`config.mk`:
```
export PLATFORM = sky130hd
export DESIGN_NAME = tpc_cell_stage
export DESIGN_NICKNAME = d
export VERILOG_FILES = /design/src/design/tpc_pkg.sv /design/src/design/tpc_cell_stage.sv
export SDC_FILE = /design/constraint.sdc
export NUM_CORES = 1
export LEC_CHECK = 0
export ABC_AREA = 0
export ABC_CLOCK_PERIOD_IN_PS = 13000
export BUFFER_PORTS_ARGS = -buffer_cell sky130_fd_sc_hd__buf_2
export CAP_MARGIN = 30
export CORE_MARGIN = 8
export CORE_UTILIZATION = 37
export CTS_CLUSTER_SIZE = 25
export DETAILED_ROUTE_END_ITERATION = 12
export SKIP_CTS_REPAIR_TIMING = 1
export SYNTH_ARGS = -nofsm -noshare
export SYNTH_HDL_FRONTEND = slang
export SYNTH_SLANG_ARGS = --single-unit
```
`constraint.sdc`:
```
create_clock -name clk_i -period 13 [get_ports clk_i]
set_input_delay 2.6 -clock clk_i [delete_from_list [all_inputs] [get_ports clk_i]]
set_output_delay 2.6 -clock clk_i [all_outputs]
set_load 0.1 [all_outputs]
```
`src/design/tpc_pkg.sv`:
```
// Package for the triangle maximum path counter.
// Shared widths, default parameter values and the control bundle between stages.
// No dependencies.
`default_nettype none

package tpc_pkg;

  // Fixed field widths of the block.
  localparam int SumBits      = 27;
  localparam int OutCountBits = 32;
  localparam int RowCfgBits   = 8;

  // Largest path sum; sums saturate here.
  localparam logic [SumBits-1:0] SumMax = {SumBits{1'b1}};

  // Defaults for the top-level parameters.
  localparam int DefMaxRows   = 128;
  localparam int DefValueBits = 20;
  localparam int DefCountBits = 32;

  // Flags that travel with one cell from the cell stage to the final stage.
  typedef struct packed {
    logic first_col;  // cell is the leftmost of its row
    logic last_row;   // cell lies in the last row of the triangle
    logic emit;       // cell closes the triangle and produces the result
  } tpc_ctl_t;

endpackage

`default_nettype wire

```
`src/design/tpc_cell_stage.sv`:
```
// Cell stage of the triangle maximum path counter: position tracking and the
// per-cell best-sum and path-count update. Uses tpc_pkg; drives tpc_row_mem.
`default_nettype none

module tpc_cell_stage #(
  parameter int MaxRows   = tpc_pkg::DefMaxRows,
  parameter int ValueBits = tpc_pkg::DefValueBits,
  parameter int CountBits = tpc_pkg::DefCountBits
) (
  input  wire logic                             clk_i,
  input  wire logic                             rst_ni,
  input  wire logic                             accept_i,
  input  wire logic [ValueBits-1:0]             cell_value_i,
  input  wire logic [tpc_pkg::RowCfgBits-1:0]   row_count_i,
  input  wire logic [tpc_pkg::SumBits-1:0]      rd_sum_i,
  input  wire logic [CountBits-1:0]             rd_cnt_i,
  output logic      [$clog2(MaxRows)-1:0]       raddr_o,
  output logic      [$clog2(MaxRows)-1:0]       waddr_o,
  output logic      [tpc_pkg::SumBits-1:0]      best_o,
  output logic      [CountBits-1:0]             cnt_o,
  output tpc_pkg::tpc_ctl_t                     ctl_o
);

  localparam int AddrBits = $clog2(MaxRows);
  localparam int CmpBits  = ((AddrBits > tpc_pkg::RowCfgBits) ? AddrBits
                                                                : tpc_pkg::RowCfgBits) + 1;
  localparam int SumBits  = tpc_pkg::SumBits;

  logic [AddrBits-1:0]  row_q, row_d;
  logic [AddrBits-1:0]  col_q, col_d;
  logic [SumBits-1:0]   left_sum_q, left_sum_d;
  logic [CountBits-1:0] left_cnt_q, left_cnt_d;

  logic                 has_up, has_left, last_row, end_of_row;
  logic [32:0]          value_ext;
  logic [SumBits-1:0]   value_sat;
  logic [SumBits-1:0]   up_sum, par_sum;
  logic [CountBits-1:0] up_cnt, par_cnt;
  logic [CountBits:0]   tie_cnt;
  logic [SumBits:0]     sum_wide;
  logic [SumBits-1:0]   best;
  logic [CountBits-1:0] cnt;

  always_comb begin
    value_ext = 33'(cell_value_i);
    if (value_ext > 33'(tpc_pkg::SumMax)) begin
      value_sat = tpc_pkg::SumMax;
    end else begin
      value_sat = value_ext[SumBits-1:0];
    end
  end

  assign has_up     = (col_q < row_q);
  assign has_left   = (col_q != '0);
  assign end_of_row = (col_q >= row_q);
  // A row count of zero counts as one row, one beyond the memory as the memory depth.
  assign last_row   = (row_q == AddrBits'(MaxRows - 1)) ||
                      (CmpBits'(row_count_i) <= (CmpBits'(row_q) + CmpBits'(1)));

  assign up_sum  = has_up ? rd_sum_i : '0;
  assign up_cnt  = has_up ? rd_cnt_i : '0;
  assign tie_cnt = {1'b0, left_cnt_q} + {1'b0, up_cnt};

  always_comb begin
    par_sum = up_sum;
    par_cnt = up_cnt;
    if (has_left && has_up) begin
      priority if (left_sum_q > up_sum) begin
        par_sum = left_sum_q;
        par_cnt = left_cnt_q;
      end else if (up_sum > left_sum_q) begin
        par_sum = up_sum;
        par_cnt = up_cnt;
      end else begin
        par_sum = up_sum;
        par_cnt = tie_cnt[CountBits] ? '1 : tie_cnt[CountBits-1:0];
      end
    end else if (has_left) begin
      par_sum = left_sum_q;
      par_cnt = left_cnt_q;
    end
  end

  assign sum_wide = {1'b0, par_sum} + {1'b0, value_sat};

  always_comb begin
    if (row_q == '0) begin
      best = value_sat;
      cnt  = CountBits'(1);
    end else begin
      best = (sum_wide > {1'b0, tpc_pkg::SumMax}) ? tpc_pkg::SumMax : sum_wide[SumBits-1:0];
      cnt  = par_cnt;
    end
  end

  always_comb begin
    row_d      = row_q;
    col_d      = col_q;
    left_sum_d = left_sum_q;
    left_cnt_d = left_cnt_q;
    if (accept_i) begin
      if (row_q != '0) begin
        left_sum_d = up_sum;
        left_cnt_d = up_cnt;
      end
      if (end_of_row) begin
        col_d = '0;
        row_d = last_row ? '0 : row_q + AddrBits'(1);
      end else begin
        col_d = col_q + AddrBits'(1);
      end
    end
  end

  always_ff @(posedge clk_i or negedge rst_ni) begin
    if (!rst_ni) begin
      row_q      <= '0;
      col_q      <= '0;
      left_sum_q <= '0;
      left_cnt_q <= '0;
    end else begin
      row_q      <= row_d;
      col_q      <= col_d;
      left_sum_q <= left_sum_d;
      left_cnt_q <= left_cnt_d;
    end
  end

  // The memory is read every cycle at the column of the next cell.
  assign raddr_o = col_d;
  assign waddr_o = col_q;
  assign best_o  = best;
  assign cnt_o   = cnt;
  assign ctl_o   = '{first_col: (col_q == '0), last_row: last_row,
                     emit: (end_of_row && last_row)};

  a_col_within_row: assert property (@(posedge clk_i) disable iff (!rst_ni)
    col_q <= row_q)
    else $error("column index passed the row index");

  a_wrap_after_emit: assert property (@(posedge clk_i) disable iff (!rst_ni)
    accept_i && end_of_row && last_row |=> (row_q == '0) && (col_q == '0))
    else $error("position did not return to the apex after the last cell");

endmodule

`default_nettype wire

```
[Word level (Yosys, flattened, before mapping)]
Index checks and enable logic that the tools add are counted.
Storage, ports and cells
  flip-flop bits (word level): 73
  output and inout port bits: 76
Cells by class
  multiplexer cells: 16
  equality and inequality tests: 1
  reductions and logical operators: 9
  magnitude comparators: 6
  add/sub/neg operators: 5
Operator list (number)
  $mux W32: 7
  $mux W27: 6
  $gt A27 B27 Y1: 2
  $add A32 B32 Y33: 1
  $add A27 B20 Y28: 1
  $gt A28 B27 Y1 const B: 1
  $mux W7: 3
  $add A7 B1 Y7 const B: 2
  $logic_not A7 Y1: 2
  $reduce_bool A7 Y1: 2
  $add A7 B1 Y8 const B: 1
  $le A8 B8 Y1: 1
  $eq A7 B7 Y1 const B: 1
  $ge A7 B7 Y1: 1
  $lt A7 B7 Y1: 1
  $reduce_and A2 Y1: 2
  $logic_and A1 B1 Y1: 2
  $logic_or A1 B1 Y1: 1

[Logic depth before layout (Yosys ltp)]
  depth in word-level cells: 9
  depth in mapped cells: 31
  depth with buffers taken out: 25

[Worst setup path after synthesis]
Ideal clock, no wire load.
  path kind: input -> output
  start point: input rd_sum_i[20] (netlist name)
  end point: output best_o[26] (netlist name)
  setup slack: 1.311 ns
  data arrival time: 9.089 ns
  stages on the path: 22
  cells stage by stage: and3_1 ha_1 a21oi_1 nor2_1 a2111oi_1 o31ai_1 a311oi_4 a21oi_1 clkbuf_1 buf_1 a22o_1 ha_1 fa_1 a21oi_1 o22a_1 a211oi_1 o2111ai_1 a31oi_1 a221oi_1 a221oi_1 and4b_1 nor3_1
On the way
  word-level cells in the longest chain between the ends: 8
RTL lines
  from (decl): line tpc_cell_stage.sv:15  | input wire logic [tpc_pkg::SumBits-1:0] rd_sum_i,
  $mux W27 *: line tpc_cell_stage.sv:60  | assign up_sum = has_up ? rd_sum_i : '0;
  $gt A27 B27 Y1: line tpc_cell_stage.sv:68  | priority if (left_sum_q > up_sum) begin
  $mux W27: line tpc_cell_stage.sv:68
  $mux W27 *: line tpc_cell_stage.sv:67  | if (has_left && has_up) begin
  $add A27 B20 Y28 *: line tpc_cell_stage.sv:84  | assign sum_wide = {1'b0, par_sum} + {1'b0, value_sat};
  $gt A28 B27 Y1: line tpc_cell_stage.sv:91  | best = (sum_wide > {1'b0, tpc_pkg::SumMax}) ? tpc_pkg::SumMax : sum_wide[SumBits-1:0];
  $mux W27 *: line tpc_cell_stage.sv:91
  $mux W27 *: line tpc_cell_stage.sv:87  | if (row_q == '0) begin
  to (decl): line tpc_cell_stage.sv:19  | output logic [tpc_pkg::SumBits-1:0] best_o,
Every way passes the cells marked *; elsewhere a longest branch is shown, timed or not.

[Worst setup path in the final report]
  start point: input rd_sum_i[20] (netlist name)
  end point: output best_o[20] (netlist name)
On the way
  word-level cells in the longest chain between the ends: 8
RTL lines
  $mux W27 *: line tpc_cell_stage.sv:60
  via up_sum[20]: line tpc_cell_stage.sv:37  | logic [SumBits-1:0] up_sum, par_sum;
  $gt A27 B27 Y1: line tpc_cell_stage.sv:68
  $mux W27: line tpc_cell_stage.sv:68
  $mux W27 *: line tpc_cell_stage.sv:67
  $add A27 B20 Y28 *: line tpc_cell_stage.sv:84
  $gt A28 B27 Y1: line tpc_cell_stage.sv:91
  $mux W27 *: line tpc_cell_stage.sv:91
  $mux W27 *: line tpc_cell_stage.sv:87
Mark *: on every way through the listed nets, which the timed path passes. The rest lies on a longest branch.

==> results.yml <==
outcome:
  status: "finished clean"
worst_setup_path:
  slowest_delay_ns: 0.88
  worstPathRequired_ns: 10.40
  crit_path_cell_trace: "buf_2 -> and3_1 -> ha_1 -> a21oi_1 -> nor2_1 -> a2111oi_1 -> o31ai_1 -> a311oi_4 -> buf_4 -> o21ai_2 -> o21ai_0 -> ha_1 -> a21oi_1 -> o21ai_0 -> nor3_1 -> o211ai_1 -> a21oi_1 -> o221ai_1 -> nand4_2 -> a21oi_1 -> buf_2"
  startpoint_type: "primary input"
  crit_arrival_ns: 9.33
  cpMostUsedCell: "a21oi_1"
  crit_type: "in2out"
  crit_path_max_fanout: 34
  endpoint_kind: "output pin"
  crit_buf_inv: 3
  crit_family: "compound AO/OA/AOI/OAI gates"
  slowest_stage: "nand4_2"
floorplan:
  core_sq_um: 24200
  fp.dieH_microns: 173
  rows: 57
  dieArea_sq_um: 29800
  die_w_microns: 173
  io_pins: 166
  initial_core_util_pct: 37.5
placed_design:
  placed_cells: 1570
  placed_area_sq_um: 10200
  io_buffers: 165
  place_congestion: 0.873
  hpwlAfterDp_microns: 21900
synthesis:
  ys_seq_area_share_pct: 20.1
  avgSynthCellArea_sq_um: 8.00
  synthTopCellsByArea: "dfrtp_1 20%, ha_1 13%, mux2_2 7.1%"
  async_reset_ff_share_pct: 100
  ys.flop_type: "dfrtp_1"
  yosysMostFrequentCell: "ha_1"
  netlist_area_sq_um: 9070
  synth_edf_count: 0
  synth_cell_types: 72
  synth-seq-cells: 73
  ys_top_cells_by_count: "97 x ha_1, 90 x a21oi_1, 89 x nand2_1"
  synth_top_cell_area_share_pct: 20.1
  synth_fp_nets: 1323
  synth_cells: 1134
  yosysWarnings: 0
  synth.largest_area_cell: "dfrtp_1"
clock_tree:
  numClockSinks: 73
  clk_pin_slew_ns: 0.06
  clkLatencyLatePin_ns: 0.35
  htreeDepth: 3
  cts_made_buffers: 9
  cts.path.max_buffers: 2
  cts-root-buf: "clkbuf_16"
  cts_tree: "done"
timing:
  fin_hold_ws_ns: 0.495
  period_minus_slack_ns: 11.93
  setup_viol: 0
  worstMarginPinSlew_ns: 1.04
  fmax_mhz: 83.8
  fin_tns_setup_ns: 0
  finalMaxSlewViolations: 0
  rsz0062_at_grt: "false"
  max_slew_margin_pct: 30.7
  hold_viol_final: 0
  finClkSkew_ns: 0.00499
  fin_crit_sh_pct: 91.8
grt:
  grt_pass1_vias: 9313
  grt_pass1_wl_microns: 48700
  grt_max_degree: 65
  grt_overflow: 0
  antenna_found_initial: 7
  grtUsageTotal_pct: 19.5
layout:
  syn2layout_area_growth_pct: 15.9
  fin_nets: 1446
  layout-drive-gt1-share_pct: 22.7
  seqCellArea_sq_um: 1830
  nFillCells: 2463
  final_cell_area_sq_um: 10500
  final_cells: 1588
  multi_input_area_sq_um: 6780
routing:
  wirelength_microns: 30000
  drc_errors: 0
  postRouteAntennaNets: 0
  drt_iter0_markers: 552
  wl_per_cell_microns: 18.9
  viasPerCell: 5.77
  vias: 9169
  drt_first_pass_iters: 5
hold_path:
  hold_class: "reg2reg"
flow_run:
  drv_cap: 0
final timing paths:
kind	endpoint	from	slack, ns	cells past startpoint
hold / removal	left_sum_q[4]$_DFFE_PN0P_	left_sum_q[4]$_DFFE_PN0P_	0.49	2
max in group asynchronous	waddr_o[4]$_DFF_PN0_	rst_ni	10.21	2
setup / recovery	best_o[20]	rd_sum_i[20]	1.07	21
setup reg to reg	row_q[0]$_DFFE_PN0P_	row_q[2]$_DFFE_PN0P_	9.56	10
hold reg to reg	left_sum_q[4]$_DFFE_PN0P_	left_sum_q[4]$_DFFE_PN0P_	0.49	2
min in group asynchronous	left_cnt_q[4]$_DFFE_PN0P_	rst_ni	2.19	1
logic make-up (layout without fill, tap and decap cells):
group                    after synthesis  after routing  share of synthesized area (%)
AO/OA/AOI/OAI                        391            391                           30.0
XOR/XNOR                              51             51                           5.00
adder cells (fa/ha/maj)               99             99                           13.8
buffers and inverters                123            251                           5.34
flip-flops                            73             73                           20.1
multiplexers                          61             61                           7.51
other                                  0              2                              0
AND/OR/NAND/NOR                      336            336                           18.2
registers in the layout, summed over array words and instances, names as in the netlist:
signal and count:
left_sum_q 27, left_cnt_q 32, row_q 7, waddr_o 7
metal layers:
| layer | GRT usage [%] | part of all wire [%] | vias up |
|---|---|---|---|
| li1 | - | - | 4507 |
| met1 | 24.2 | 45 | 4316 |
| met2 | 32.0 | 46 | 284 |
| met3 | 5.58 | 7.0 | 52 |
| met4 | 6.42 | 2.4 | 10 |
| met5 | 0 | 0.21 | - |
final cells by class:
| class | count | area share [%] |
|---|---|---|
| multi-input cells | 938 | 64.4 |
| flip-flops and latches | 73 | 17.4 |
| repair buffers | 178 | 9.11 |
| well taps | 324 | 3.86 |
| clock buffers | 11 | 2.40 |
| inverters | 57 | 2.03 |
| clock inverters | 5 | 0.738 |
| diodes | 2 | 0.0476 |
cells in the final DEF (no fill, tap or decap), types with 17 or more instances in the layout:
cell / synthesis / routed
dfrtp_1: 73 / 73
nor2_1: 84 / 84
xnor2_1: 34 / 34
ha_1: 97 / 97
a21o_1: 25 / 25
mux2_2: 57 / 57
nand2_1: 89 / 88
o221ai_1: 24 / 24
a31oi_1: 19 / 19
and3_1: 58 / 58
inv_1: 56 / 56
a21oi_1: 90 / 89
buf_2: 3 / 164
nand4_1: 17 / 17
o21ai_0: 79 / 79
nand3_1: 27 / 26
tightest hold or removal path: cells and delay by family, from the launching register on:
| family | cells | cell delay, ns |
|---|---|---|
| flops | 1 | 0.34 |
| simple gates | 1 | 0.05 |
| compound gates | 1 | 0.07 |
stage by stage:
step           worst slack [ns]  utilization, %
3_5_place_dp               1.18            42.1
6_report                   1.07            43.5
4_1_cts                    1.14            43.5
5_1_grt                   0.594            43.5
3_3_place_gp               1.32            41.9
2_1_floorplan              1.31               -
Power is left out: the tool's default activity adds up to more than one toggle a clock period on the data nets, which glitch-free logic cannot reach.
