## src/design/tpc_pkg.sv

```systemverilog
// Package for the triangle maximum path counter.
// Shared widths, default parameter values and the control bundle between stages.
// No dependencies.
`default_nettype none

package tpc_pkg;

  // Fixed field widths of the block.
  localparam int SumBits      = 27;
  localparam int OutCountBits = 32;
  localparam int RowCfgBits   = 8;

  // Largest path sum; sums saturate here.
  localparam logic [SumBits-1:0] SumMax = {SumBits{1'b1}};

  // Defaults for the top-level parameters.
  localparam int DefMaxRows   = 128;
  localparam int DefValueBits = 20;
  localparam int DefCountBits = 32;

  // Flags that travel with one cell from the cell stage to the final stage.
  typedef struct packed {
    logic first_col;  // cell is the leftmost of its row
    logic last_row;   // cell lies in the last row of the triangle
    logic emit;       // cell closes the triangle and produces the result
  } tpc_ctl_t;

endpackage

`default_nettype wire

```

## src/design/tpc_final_stage.sv

```systemverilog
// Final stage of the triangle maximum path counter: running maximum over the
// last row and the result register. Uses tpc_pkg.
`default_nettype none

module tpc_final_stage #(
  parameter int CountBits = tpc_pkg::DefCountBits
) (
  input  wire logic                               clk_i,
  input  wire logic                               rst_ni,
  input  wire logic                               load_i,
  input  wire logic [tpc_pkg::SumBits-1:0]        best_i,
  input  wire logic [CountBits-1:0]               cnt_i,
  input  wire tpc_pkg::tpc_ctl_t                  ctl_i,
  input  wire logic                               out_ready_i,
  output logic                                    free_o,
  output logic                                    out_valid_o,
  output logic      [tpc_pkg::OutCountBits-1:0]   path_count_o,
  output logic      [tpc_pkg::SumBits-1:0]        best_sum_o
);

  localparam int SumBits = tpc_pkg::SumBits;

  logic                              s2_valid_q, s2_valid_d;
  logic [SumBits-1:0]                s2_best_q;
  logic [CountBits-1:0]              s2_cnt_q;
  tpc_pkg::tpc_ctl_t                 s2_ctl_q;
  logic [SumBits-1:0]                fin_best_q, fin_best_d;
  logic [CountBits-1:0]              fin_cnt_q, fin_cnt_d;
  logic                              out_valid_q, out_valid_d;
  logic [tpc_pkg::OutCountBits-1:0]  out_cnt_q;
  logic [SumBits-1:0]                out_best_q;
  logic                              s2_fire, out_load;
  logic [CountBits:0]                acc_cnt;

  // Only a closing cell has to wait for the result register.
  assign s2_fire  = s2_valid_q && !(s2_ctl_q.emit && out_valid_q && !out_ready_i);
  assign out_load = s2_fire && s2_ctl_q.emit;
  assign free_o   = !s2_valid_q || s2_fire;
  assign acc_cnt  = {1'b0, fin_cnt_q} + {1'b0, s2_cnt_q};

  always_comb begin
    fin_best_d = fin_best_q;
    fin_cnt_d  = fin_cnt_q;
    if (s2_fire && s2_ctl_q.last_row) begin
      priority if (s2_ctl_q.first_col || (s2_best_q > fin_best_q)) begin
        fin_best_d = s2_best_q;
        fin_cnt_d  = s2_cnt_q;
      end else if (s2_best_q == fin_best_q) begin
        fin_cnt_d = acc_cnt[CountBits] ? '1 : acc_cnt[CountBits-1:0];
      end
    end
  end

  always_comb begin
    s2_valid_d = load_i || (s2_valid_q && !s2_fire);
    if (out_load) begin
      out_valid_d = 1'b1;
    end else if (out_ready_i) begin
      out_valid_d = 1'b0;
    end else begin
      out_valid_d = out_valid_q;
    end
  end

  always_ff @(posedge clk_i or negedge rst_ni) begin
    if (!rst_ni) begin
      s2_valid_q  <= 1'b0;
      out_valid_q <= 1'b0;
      fin_best_q  <= '0;
      fin_cnt_q   <= '0;
    end else begin
      s2_valid_q  <= s2_valid_d;
      out_valid_q <= out_valid_d;
      fin_best_q  <= fin_best_d;
      fin_cnt_q   <= fin_cnt_d;
    end
  end

  always_ff @(posedge clk_i) begin
    if (load_i) begin
      s2_best_q <= best_i;
      s2_cnt_q  <= cnt_i;
      s2_ctl_q  <= ctl_i;
    end
    if (out_load) begin
      out_cnt_q  <= tpc_pkg::OutCountBits'(fin_cnt_d);
      out_best_q <= fin_best_d;
    end
  end

  assign out_valid_o  = out_valid_q;
  assign path_count_o = out_cnt_q;
  assign best_sum_o   = out_best_q;

  a_stall_only_on_emit: assert property (@(posedge clk_i) disable iff (!rst_ni)
    s2_valid_q && !s2_fire |-> s2_ctl_q.emit && out_valid_q)
    else $error("final stage held a cell that produces no result");

  a_count_nonzero: assert property (@(posedge clk_i) disable iff (!rst_ni)
    s2_fire && s2_ctl_q.last_row |=> fin_cnt_q != '0)
    else $error("last-row path count dropped to zero");

endmodule

`default_nettype wire

```

## config.mk

```make
export PLATFORM = sky130hd
export DESIGN_NAME = tpc_final_stage
export DESIGN_NICKNAME = d
export VERILOG_FILES = /design/src/design/tpc_pkg.sv /design/src/design/tpc_final_stage.sv
export SDC_FILE = /design/constraint.sdc
export NUM_CORES = 1
export LEC_CHECK = 0
export BUFFER_PORTS_ARGS = -buffer_cell sky130_fd_sc_hd__buf_2
export CORE_MARGIN = 1.5
export CORE_UTILIZATION = 55
export CTS_CLUSTER_DIAMETER = 40
export DETAILED_ROUTE_END_ITERATION = 6
export GPL_ROUTABILITY_DRIVEN = 0
export GPL_TIMING_DRIVEN = 0
export PLACE_DENSITY_LB_ADDON = 0.08
export SLEW_MARGIN = 30
export SYNTH_ARGS = -nofsm -noshare
export SYNTH_HDL_FRONTEND = slang
export SYNTH_SLANG_ARGS = --single-unit
```

## constraint.sdc

```tcl
create_clock -name clk_i -period 4.7 [get_ports clk_i]
set_input_delay 0.94 -clock clk_i [delete_from_list [all_inputs] [get_ports clk_i]]
set_output_delay 0.94 -clock clk_i [all_outputs]
set_load 0.03 [all_outputs]
```

==> Word-level counts from Yosys, hierarchy flattened <==
Cells that the tools add are included.
{ "word_totals": {"inputBits": 66, "word_cells": 36, "reg_bits": 182, "out_inout_bits": 61} }
{ "op_classes": {"addsub": 1, "muxes": 8, "reduce_logical": 14, "magnitude_cmp": 1, "n_eq_ne": 1} }
{ "op_table": {"columns": ["operator", "count"], "rows": [
  ["2-to-1 mux 32 bit", 4],
  ["2-to-1 mux 27 bit", 2],
  ["adder 32 x 32 -> 33 bit", 1],
  ["equality test 27 bit", 1],
  ["greater-than comparator 27 bit", 1],
  ["logical AND 1 bit", 6],
  ["zero test 1 bit", 4],
  ["logical OR 1 bit", 3],
  ["2-to-1 mux 1 bit", 2],
  ["nonzero test 2 bit", 1]
]} }

==> Depth between registers and ports, before layout <==
{ "logic_depth": {"ltp_word": 7, "mapped_depth": 12, "ltp_nobuf": 11} }

==> Least setup slack after synthesis <==
OpenSTA, ideal clock, no wires.
{ "synth_timing": {"path_type": "input to register", "startpoint": "in out_ready_i", "endpoint": "reg out_best_q[0] (netlist: best_sum_o[0]) (enable)", "n_path_buf": 0, "t_arrival_ns": 3.487, "path_stages": 2, "setup_slack_ns": 0.737, "required_time_ns": 4.224, "setup_ns": 0.476, "path_cell_list": "nor2b_1 nor2_1"} }
{ "synth_via": {"elab_chain_len": 5} }
{ "synth_rtl": {"columns": ["element", "line", "text"], "rows": [
  ["start: declaration", "tpc_final_stage.sv:14", "input wire logic out_ready_i,"],
  ["zero test 1 bit", "tpc_final_stage.sv:36", "assign s2_fire = s2_valid_q && !(s2_ctl_q.emit && out_valid_q && !out_ready_i);"],
  ["logical AND 1 bit", "tpc_final_stage.sv:36", null],
  ["zero test 1 bit", "tpc_final_stage.sv:36", null],
  ["logical AND 1 bit", "tpc_final_stage.sv:36", null],
  ["logical AND 1 bit", "tpc_final_stage.sv:37", "assign out_load = s2_fire && s2_ctl_q.emit;"],
  ["named net out_load", "tpc_final_stage.sv:32", "logic s2_fire, out_load;"],
  ["end signal: assignment", "tpc_final_stage.sv:87", "out_best_q <= fin_best_d;"],
  ["end: declaration", "tpc_final_stage.sv:31", "logic [SumBits-1:0] out_best_q;"]
]} }
The timed path passes the listed nets, and every way through them passes these cells.
A chain may end at the register's enable or synchronous reset.

==> Final worst setup path <==
{ "layout_timing": {"startpoint": "reg s2_cnt_q[0]", "endpoint": "reg out_cnt_q, in the netlist path_count_o[10] (data pin)"} }
{ "layout_via": {"elab_chain_len": 5} }
{ "layout_rtl": {"columns": ["element", "line", "text"], "rows": [
  ["start: declaration", "tpc_final_stage.sv:25", "logic [CountBits-1:0] s2_cnt_q;"],
  ["start signal: assignment", "tpc_final_stage.sv:82", "s2_cnt_q <= cnt_i;"],
  ["adder 32 x 32 -> 33 bit", "tpc_final_stage.sv:39", "assign acc_cnt = {1'b0, fin_cnt_q} + {1'b0, s2_cnt_q};"],
  ["2-to-1 mux 32 bit", "tpc_final_stage.sv:49", "fin_cnt_d = acc_cnt[CountBits] ? '1 : acc_cnt[CountBits-1:0];"],
  ["2-to-1 mux 32 bit", "tpc_final_stage.sv:48", "end else if (s2_best_q == fin_best_q) begin"],
  ["2-to-1 mux 32 bit", "tpc_final_stage.sv:45", "priority if (s2_ctl_q.first_col || (s2_best_q > fin_best_q)) begin"],
  ["2-to-1 mux 32 bit", "tpc_final_stage.sv:44", "if (s2_fire && s2_ctl_q.last_row) begin"],
  ["named net fin_cnt_d[10]", "tpc_final_stage.sv:28", "logic [CountBits-1:0] fin_cnt_q, fin_cnt_d;"],
  ["end signal: assignment", "tpc_final_stage.sv:86", "out_cnt_q <= tpc_pkg::OutCountBits'(fin_cnt_d);"],
  ["end: declaration", "tpc_final_stage.sv:30", "logic [tpc_pkg::OutCountBits-1:0] out_cnt_q;"]
]} }
The timed path passes the listed nets, and every way through them passes these cells.

==> impl_metrics.csv <==
group,metric,value,unit
run_status,status,"finished clean",
floorplanning,core_area,0.0151,mm^2
critical_path,crit_slowest_cell,"nor3_4",
timing,fmax,285,MHz
grt,grt_max_degree,37,
critical_path,critical_path_arrival,3.67,ns
critical_path,crit_path_cell_trace,"ha_1 -> fa_1 -> a21oi_1 -> o21bai_1 -> o21ai_1 -> a31oi_2 -> o21bai_2 -> a211oi_2 -> or2_4 -> nor3_4 -> buf_6 -> a21oi_2",
grt,grt_pass1_vias,5629,
critical_path,critPathCaptureType,"flop",
critical_path,timing.rr.start,"s2_cnt_q[0]$_DFFE_PP_",
clock_tree,clock_path_buffers,2,
grt,grt_overflow_total,0,
layout,final_cells,989,
place,place_hpwl,12500,um
critical_path,cp_max_fo,10,
yosys,ys_ff_latch,182,
floorplanning,rows,45,
layout,multiInputGateArea,0.00315,mm^2
layout,postLayoutCellArea,0.0101,mm^2
floorplanning,io_pins,127,
yosys,yosys_warnings,0,
clock_tree,cts_max_level,4,
timing,worst_pin_slew,0.730,ns
yosys,synthArstFlopShare,0.335,
timing,tns,0,ns
routing,drcViolationCount,0,
yosys,synthCells,640,
clock_tree,cts_setup_buffers,0,
critical_path,crit_family,"compound AO/OA/AOI/OAI gates",
timing,min_period,3.51,ns
clock_tree,ctsRootBufferMaster,"clkbuf_16",
layout,diodes,0,
timing,max_slew_margin,0.512,
yosys,synthFlopType,"edfxtp_1",
layout,layout_commonest_cell,"buf_2",
clock_tree,clk_pin_slew,0.06,ns
run,max-cap-violations,0,
routing,via_count,5635,
floorplanning,die_w,127,um
power,p_sw_frac,0.350,
timing,skew,0.00757,ns
routing,dr.pass1.iters,4,
floorplanning,floorplan.initialDensity,0.563,
critical_path,worst-setup-path-type,"flop to flop",
layout,final_cell_mix,"131 x buf_2, 121 x edfxtp_1, 61 x dfrtp_1",
timing,period_share,0.747,
floorplanning,dieArea,0.0163,mm^2
critical_path,crit_start,"s2_cnt_q[0]$_DFFE_PP_",
clock_tree,ctsResizeCount,0,
place,dp.cells,958,
grt,grt_pass1_wl,28000,um
layout,utilization,0.666,
layout,n_fill_cell,1112,
place,placed_cell_area,0.00950,mm^2
routing,drtAntennaViolNets,0,
grt,grt.total_usage,0.223,
timing,drv_slew,0,
layout,drive_gt1_frac,0.282,
layout,nets,915,
critical_path,critPathBufInv,1,
timing,hold_violations,0,
critical_path,critPathMaxStageDelay,0.48,ns
grt,antenna_found_initial,0,
yosys,synth.distinct_cells,54,
layout,syn_to_final_growth,18.4,%
hold_path,min_path_type,"primary input to async pin",
yosys,syn_nets,766,
routing,viasPerCell,5.70,
routing,post_drt_wl_per_cell,17.7,um
clock_tree,cts_tree,"built",
clock_tree,clk_latency,0.42,ns
yosys,ys_seq_area_frac,0.605,
timing,setup_viol,0,
power,seqPwrFrac,0.384,
power,comb_power_share,0.378,
power,vdd_drop_max,0.345,mV
timing,rsz0062_at_grt,"false",
power,p_per_area,598,mW/mm^2
yosys,netlist_area,0.00852,mm^2
power,pwr-share-clk,0.239,
clock_tree,cts_buffers,17,
yosys,avgSynthCellArea,13.3,um^2
place,portBuffers,126,
power,leakage,0.00421,uW
layout,regArea,0.00516,mm^2
yosys,synth-edff-count,121,
critical_path,start_kind,"flop",
power,intPower,3920,uW
clock_tree,cts_hold_buf,0,
floorplanning,fp.dieH,127,um
routing,drt_iter0_drc,246,
critical_path,cp.required,4.86,ns
power,p_sw,2110,uW
clock_tree,clock_sinks,182,
routing,wirelength,17500,um
-- cell usage after synthesis, types with 2 or more instances --
master | n | area share
a21oi_1 | 41 | 0.024
clkbuf_1 | 6 | 0.0026
ha_1 | 59 | 0.087
nor3_1 | 6 | 0.0035
nor2b_1 | 11 | 0.0081
and3_1 | 7 | 0.0051
buf_2 | 7 | 0.0041
edfxtp_1 | 121 | 0.43
or2_2 | 2 | 0.0015
o31ai_1 | 2 | 0.0018
o2bb2ai_1 | 2 | 0.0021
nand2b_1 | 4 | 0.0029
nand4_1 | 9 | 0.0066
mux2_2 | 26 | 0.034
o21ai_1 | 2 | 0.0012
o211ai_1 | 5 | 0.0044
inv_1 | 34 | 0.015
a31oi_2 | 3 | 0.0044
o311ai_0 | 2 | 0.0021
a2111oi_0 | 3 | 0.0031
nand2_1 | 26 | 0.011
buf_6 | 3 | 0.0040
o21a_1 | 3 | 0.0026
o22ai_1 | 29 | 0.021
a31oi_1 | 13 | 0.0095
nand3_1 | 10 | 0.0059
a21oi_2 | 22 | 0.023
xor2_1 | 20 | 0.021
o21bai_1 | 4 | 0.0035
a21boi_0 | 3 | 0.0026
nor2_1 | 19 | 0.0084
o21ai_0 | 19 | 0.011
o21ai_2 | 2 | 0.0021
a211o_1 | 2 | 0.0021
xnor2_1 | 8 | 0.0082
a21o_1 | 24 | 0.021
dfrtp_1 | 61 | 0.18
a211oi_1 | 4 | 0.0035
-- layout make-up --
class,count,area share
tap,188,0.0233
inverter,34,0.0126
multi-input combinational,407,0.312
clock inverter,11,0.0156
sequential,182,0.511
timing repair buffer,130,0.0724
clock buffer,20,0.0433
buffer,17,0.00942
-- worst paths after layout --
check                                             endpoint  cells after the start  slack, ns
worst max register to register  path_count_o[10]$_DFFE_PP_                     12       1.19
min in group clk_i                fin_best_q[21]$_DFF_PN0_                      1       0.52
worst max-delay path            path_count_o[10]$_DFFE_PP_                     12       1.19
worst min register to register    fin_best_q[21]$_DFF_PN0_                      1       0.52
max in group asynchronous           fin_cnt_q[6]$_DFF_PN0_                      2       3.70
worst min-delay path              fin_best_q[20]$_DFF_PN0_                      1       0.46
-- stage by stage --
step,power (uW),setup slack [ns],hold WS (ns)
5_1_grt,6420,0.965,0.474
3_5_place_dp,4580,1.24,0.510
3_3_place_gp,4510,-0.881,0.501
4_1_cts,6050,1.19,0.460
2_1_floorplan,4050,0.737,0.479
6_report,6030,1.19,0.456
-- layer usage --
metal	track usage	vias up	share of wire
li1	-	2726	-
met3	0.0528	18	0.044
met2	0.382	131	0.50
met4	0.0622	0	0.012
met5	0	-	0
met1	0.287	2760	0.44
-- power by group through the flow --
stage          Clock (uW)  Combinational [uW]  Sequential, uW
3_5_place_dp            0                2250            2340
6_report             1440                2280            2310
2_1_floorplan           0                1600            2450
3_3_place_gp            0                2180            2330
4_1_cts              1470                2270            2310
5_1_grt              1530                2530            2350
-- cells by family after synthesis --
kind of cell | count (synthesis) | synth area share
xor gates and xnor gates | 28 | 0.0288
DFF | 182 | 0.605
and+or+nand+nor | 99 | 0.0590
muxes | 27 | 0.0355
AOI/OAI and AO/OA | 193 | 0.156
buffers and inverters | 51 | 0.0261
adders and majority gates | 60 | 0.0889
-- registers in the layout, indices dropped and copies added (netlist names) --
name and flops:
best_sum_o 27, fin_best_q 27, s2_cnt_q 32, s2_valid_q 1, path_count_o 32, fin_cnt_q 32
out_valid_o 1, s2_best_q 27, s2_ctl_q 3
Note: power is estimated with default switching activity, not from simulation.
